==> config.mk <==
export PLATFORM = sky130hd
export DESIGN_NAME = dhte_ctrl
export DESIGN_NICKNAME = d
export VERILOG_FILES = /design/src/rtl/dhte_pkg.sv /design/src/rtl/dhte_ctrl.sv
export SDC_FILE = /design/constraint.sdc
export NUM_CORES = 1
export LEC_CHECK = 0
export BUFFER_PORTS_ARGS = -buffer_cell sky130_fd_sc_hd__buf_2
export CAP_MARGIN = 5
export CORE_MARGIN = 1.5
export CORE_UTILIZATION = 60
export DETAILED_ROUTE_END_ITERATION = 7
export GPL_TIMING_DRIVEN = 0
export HOLD_SLACK_MARGIN = 0.08
export PLACE_DENSITY = 0.91
export REMOVE_ABC_BUFFERS = 1
export SLEW_MARGIN = 15
export SYNTH_ARGS = -nofsm -noshare
export SYNTH_HDL_FRONTEND = slang
export SYNTH_SLANG_ARGS = --single-unit
==> constraint.sdc <==
create_clock -name i_clk -period 3.1 [get_ports i_clk]
set_input_delay 0.465 -clock i_clk [delete_from_list [all_inputs] [get_ports i_clk]]
set_output_delay 0.465 -clock i_clk [all_outputs]
set_load 0.05 [all_outputs]
==> src/rtl/dhte_pkg.sv <==
// Package: item types, controller commands, status group and codes for the hash table engine.
`timescale 1ns / 1ps

package dhte_pkg;

    // Operation codes carried in the mode field
    localparam logic [2:0] MODE_INSERT  = 3'd0;
    localparam logic [2:0] MODE_REPLACE = 3'd1;
    localparam logic [2:0] MODE_REMOVE  = 3'd2;
    localparam logic [2:0] MODE_FIND    = 3'd3;
    localparam logic [2:0] MODE_CLEAR   = 3'd4;

    // Result status codes
    localparam logic [1:0] ST_OK       = 2'd0;
    localparam logic [1:0] ST_BAD_KEY  = 2'd1;
    localparam logic [1:0] ST_FULL     = 2'd2;

    // Slot key marks and hash shifts
    localparam logic [63:0] EMPTY_KEY = 64'h0000_0000_0000_0000;
    localparam logic [63:0] TOMB_KEY  = 64'hFFFF_FFFF_FFFF_FFFF;
    localparam int unsigned H1_SHIFT  = 13;
    localparam int unsigned H2_SHIFT  = 17;

    typedef struct packed {
        logic [2:0]  mode;
        logic [63:0] key;
        logic [63:0] data_in;
    } t_in_item;

    typedef struct packed {
        logic [63:0] result_value;
        logic        hit;
        logic [1:0]  status;
        logic [10:0] entries_used;
    } t_out_item;

    // Datapath commands issued by the controller, one per cycle
    typedef enum logic [4:0] {
        CMD_NONE,
        CMD_LOAD,
        CMD_BAD,
        CMD_CLR0,
        CMD_CLR1,
        CMD_LK_INIT,
        CMD_LK_RD,
        CMD_HIT,
        CMD_MISS,
        CMD_LK_NEXT,
        CMD_LK_END,
        CMD_GROW,
        CMD_SHRINK,
        CMD_R_CLR,
        CMD_W_RD,
        CMD_W_LIVE,
        CMD_W_NEXT,
        CMD_P_RD,
        CMD_P_PUT,
        CMD_P_NEXT,
        CMD_R_FIN,
        CMD_OUT
    } t_cmd;

    // Datapath status seen by the controller
    typedef struct packed {
        logic op_ins;      // insert or replace
        logic op_rem;
        logic op_find;
        logic op_clr;
        logic bad_key;
        logic grow_ok;
        logic shrink_ok;
        logic key_match;   // read slot holds the item key
        logic key_empty;   // read slot is empty
        logic key_live;    // read slot holds a live key
        logic probe_last;  // lookup probe count reaches table size
        logic put_last;    // rehash probe count reaches new size
        logic clr_last;    // last slot of new bank cleared
        logic walk_last;   // last slot of old bank visited
        logic out_free;    // output register can take a result
    } t_dp_status;

endpackage

==> src/rtl/dhte_ctrl.sv <==
// Controller: sequences lookups, inserts, removes, clears and bank rehashes.
`timescale 1ns / 1ps

module dhte_ctrl (
    input  logic                 i_clk,
    input  logic                 i_rst_n,
    input  logic                 i_in_valid,
    input  dhte_pkg::t_dp_status i_status,
    output logic                 o_in_stall,
    output dhte_pkg::t_cmd       o_cmd
);
    import dhte_pkg::*;

    typedef enum logic [17:0] {
        S_RC0  = 18'b000000000000000001,
        S_RC1  = 18'b000000000000000010,
        S_IDLE = 18'b000000000000000100,
        S_DEC  = 18'b000000000000001000,
        S_C1   = 18'b000000000000010000,
        S_LKI  = 18'b000000000000100000,
        S_LKR  = 18'b000000000001000000,
        S_LKC  = 18'b000000000010000000,
        S_LKE  = 18'b000000000100000000,
        S_SHK  = 18'b000000001000000000,
        S_RCLR = 18'b000000010000000000,
        S_WRD  = 18'b000000100000000000,
        S_WCHK = 18'b000001000000000000,
        S_PRD  = 18'b000010000000000000,
        S_PCHK = 18'b000100000000000000,
        S_PFRC = 18'b001000000000000000,
        S_RFIN = 18'b010000000000000000,
        S_DONE = 18'b100000000000000000
    } t_state;

    t_state r_state;
    t_state n_state;

    // Hold the state
    always_ff @(posedge i_clk) begin
        if (!i_rst_n) begin
            r_state <= S_RC0;
        end else begin
            r_state <= n_state;
        end
    end

    // Choose the command and next state
    always_comb begin
        n_state = r_state;
        o_cmd   = CMD_NONE;
        unique case (r_state)
            S_RC0: begin
                o_cmd   = CMD_CLR0;
                n_state = S_RC1;
            end
            S_RC1: begin
                o_cmd   = CMD_CLR1;
                n_state = S_IDLE;
            end
            S_IDLE: begin
                if (i_in_valid) begin
                    o_cmd   = CMD_LOAD;
                    n_state = S_DEC;
                end
            end
            S_DEC: begin
                if (i_status.bad_key) begin
                    o_cmd   = CMD_BAD;
                    n_state = S_DONE;
                end else if (i_status.op_ins) begin
                    if (i_status.grow_ok) begin
                        o_cmd   = CMD_GROW;
                        n_state = S_RCLR;
                    end else begin
                        n_state = S_LKI;
                    end
                end else if (i_status.op_rem || i_status.op_find) begin
                    n_state = S_LKI;
                end else if (i_status.op_clr) begin
                    o_cmd   = CMD_CLR0;
                    n_state = S_C1;
                end else begin
                    n_state = S_DONE;
                end
            end
            S_C1: begin
                o_cmd   = CMD_CLR1;
                n_state = S_DONE;
            end
            S_LKI: begin
                o_cmd   = CMD_LK_INIT;
                n_state = S_LKR;
            end
            S_LKR: begin
                o_cmd   = CMD_LK_RD;
                n_state = S_LKC;
            end
            S_LKC: begin
                if (i_status.key_match) begin
                    o_cmd   = CMD_HIT;
                    n_state = i_status.op_rem ? S_SHK : S_DONE;
                end else if (i_status.key_empty) begin
                    o_cmd   = CMD_MISS;
                    n_state = S_DONE;
                end else begin
                    o_cmd   = CMD_LK_NEXT;
                    n_state = i_status.probe_last ? S_LKE : S_LKR;
                end
            end
            S_LKE: begin
                o_cmd   = CMD_LK_END;
                n_state = S_DONE;
            end
            S_SHK: begin
                if (i_status.shrink_ok) begin
                    o_cmd   = CMD_SHRINK;
                    n_state = S_RCLR;
                end else begin
                    n_state = S_DONE;
                end
            end
            S_RCLR: begin
                o_cmd = CMD_R_CLR;
                if (i_status.clr_last) begin
                    n_state = S_WRD;
                end
            end
            S_WRD: begin
                o_cmd   = CMD_W_RD;
                n_state = S_WCHK;
            end
            S_WCHK: begin
                if (i_status.key_live) begin
                    o_cmd   = CMD_W_LIVE;
                    n_state = S_PRD;
                end else begin
                    o_cmd   = CMD_W_NEXT;
                    n_state = i_status.walk_last ? S_RFIN : S_WRD;
                end
            end
            S_PRD: begin
                o_cmd   = CMD_P_RD;
                n_state = S_PCHK;
            end
            S_PCHK: begin
                if (i_status.key_empty) begin
                    o_cmd   = CMD_P_PUT;
                    n_state = i_status.walk_last ? S_RFIN : S_WRD;
                end else begin
                    o_cmd   = CMD_P_NEXT;
                    n_state = i_status.put_last ? S_PFRC : S_PRD;
                end
            end
            S_PFRC: begin
                o_cmd   = CMD_P_PUT;
                n_state = i_status.walk_last ? S_RFIN : S_WRD;
            end
            S_RFIN: begin
                o_cmd   = CMD_R_FIN;
                n_state = i_status.op_ins ? S_LKI : S_DONE;
            end
            S_DONE: begin
                if (i_status.out_free) begin
                    o_cmd   = CMD_OUT;
                    n_state = S_IDLE;
                end
            end
            default: begin
                n_state = S_RC0;
            end
        endcase
    end

    assign o_in_stall = (r_state != S_IDLE);

endmodule

==> run summary <==
Worst Path Arrival -> 2570 ps
Largest regs -> r_state (18)
Post-synthesis sequential area ratio -> 25.3%
Final hold violation count -> 0
Clk_lat worst skew -> 300 ps
Routed wire per std cell -> 19.1 um
Cells after DPL -> 225
Pwr Density -> 337 mW/mm^2
RR Endpoint -> r_state[11]
Largest Register -> r_state
Grt ovf -> 0
Fin crit share -> 98.0%
Layout Skew -> 1.93 ps
Post-synth top flop -> dfxtp_1
Area share of the largest cell type after synthesis -> 25.3%
Reg2reg start -> r_state[16]
F_max -> 329 MHz
Setup slack, reg-to-reg -> 930 ps
Vias -> 1634
Area occupied by multi-input gates -> 0.00106 mm^2
HP Start -> i_status[4]
Core ar. -> 0.00223 mm^2
Post-DRT Antenna Nets -> 0
WHS Path Cells -> 3
Fin util -> 75.7%
CTS tree -> built
DRC Markers -> 0
Hold endpoint -> r_state[8]
Worst reg2reg path depth -> 6
Final worst slack -> 62.4 ps
Die W -> 51.7 um
TritonCTS buffer count -> 3
Setup violators final -> 0
Fill count -> 182
1st-iter DRT viols -> 102
Reg clk slew, reported paths -> 110 ps
CTS Sinks -> 18
Max reg flops -> 18
Max_slew headroom -> 55.4%
H-tree depth -> 1
Async SR Flop Fraction -> 0%
Required time of the critical path -> 2630 ps
Final #Nets -> 226
Initial antenna violation count -> 0
Hold Path Class -> in -> reg
Total wire length -> 4490 um
Peak VDD IR -> 0.310 mV
Synth unique cells -> 51
Largest fanout on the critical path -> 6
Die ar. -> 0.00268 mm^2
Post-DP HPWL -> 3340 um
First-pass GRT wire length -> 6930 um
Pre-CTS WS -> 251 ps
Area Growth Syn to Fin -> 18.6%
Starting Density -> 63.8%
Placed Area -> 0.00155 mm^2
Synth warnings -> 0
Crit path capture type -> output port
DR pass1 iterations -> 4
Ant diodes -> 0
EDFF count, synth -> 0
GPL Wtd Cong -> 0.957
Gate Count Post-Synth -> 178
P_leak -> 0.662 nW
CP Launch Type -> flop
Commonest non-fill, non-tap cells in the layout -> buf_2, dfxtp_1, nor3_1
Synth area leader -> dfxtp_1
Number of global-route vias before repair -> 1498
Synth top area cells -> dfxtp_1, nor3_1, nor4_4
Hold WS -> 383 ps
Min cycle time layout -> 3040 ps
Final Max Tran Viols -> 0
Clock root cell -> clkbuf_4
Die Y -> 51.7 um
Commonest non-fill, non-tap cell in the layout -> buf_2
Design area -> 0.00169 mm^2
Vias/cell -> 6.95
Syn Std Cell Area -> 0.00143 mm^2
Area occupied by registers -> 360 um^2
Status -> finished clean
Yosys reg bits -> 18
Worst slew pin tran -> 660 ps
Max-Cap Viols -> 0
Site Rows -> 17
PortBufs -> 23
Max clock buf depth -> 2
Critical setup path kind -> reg -> out
GRT Util Overall -> 35.3%
I/O pin count -> 24
Layout cells sized above 1 -> 29.5%
Mapped Avg Cell Area -> 8.01 um^2
Non-Filler Instances -> 235
Largest net degree at the start of global routing -> 15
layer usage:
metal | routed length [um] | track usage [%] | up-vias
met4 | 114 | 14.5 | 0
met1 | 1810 | 45.7 | 764
li1 | - | - | 751
met2 | 2160 | 58.1 | 104
met5 | 0 | 0 | -
met3 | 401 | 6.03 | 15
per-stage QoR:
| step | total power, mW | setup TNS (ps) |
|---|---|---|
| global route | 0.596 | -69.5 |
| detailed placement | 0.393 | 0 |
| floorplan | 0.348 | 0 |
| CTS | 0.548 | 0 |
| global placement | 0.391 | 0 |
| finish | 0.570 | 0 |
cell type report:
cell class	count	share of cell area (%)
well taps	28	2.07
flip-flops and latches	18	21.3
multi-input cells	147	62.8
inverters	9	2.00
clock buffers	4	2.15
repair buffers	29	9.62
repair_timing:
item	4_1_cts	5_1_grt
pin swaps	1	4
hold buffers	0	0
buffers inserted	0	6
resized for setup	4	7
endpoints found under the setup margin	3	3
endpoints found under the hold margin	0	0
power by group:
part	switching, mW	internal (mW)
Combinational	0.105	0.0656
Sequential	0.0113	0.236
Clock	0.0800	0.0717
cells by family (layout without fill, tap and decap cells):
logic type	count (synthesis)	count (layout)	share of synthesized area, %
DFF	18	18	25.3
buffers and inverters	13	42	4.13
AOI/OAI and AO/OA	32	32	16.3
xor gates and xnor gates	3	3	1.84
and+or+nand+nor	112	112	52.4
how the worst max path moves through the flow:
stage           startpoint  cells past startpoint  slack [ps]       end
4_1_cts        r_state[17]                      6          20  o_cmd[3]
6_report        r_state[3]                      6          60  o_cmd[3]
3_3_place_gp    r_state[0]                      6         240  o_cmd[3]
2_1_floorplan   r_state[8]                      4         320  o_cmd[0]
5_1_grt         r_state[3]                      6         -70  o_cmd[3]
3_5_place_dp    r_state[0]                      6         250  o_cmd[3]
cell usage after synthesis, drive strengths merged, types with 4 or more instances:
cell	instances
a21oi	8
nand2	12
o21ai	4
nor2	16
nor2b	4
nand3	4
nand2b	5
and3	4
dfxtp	18
nand4	4
or4	11
nor4	15
or3	5
nor4b	4
nor3	19
inv	9
worst max-delay path, stage by stage (launching register included):
cell and delay [ps]:
dfxtp_1 400, nor4_4 470, nand4_1 240, or4_1 560, o21ai_1 180, or4_1 160, buf_2 250
Note: power is estimated with default switching activity, not from simulation.
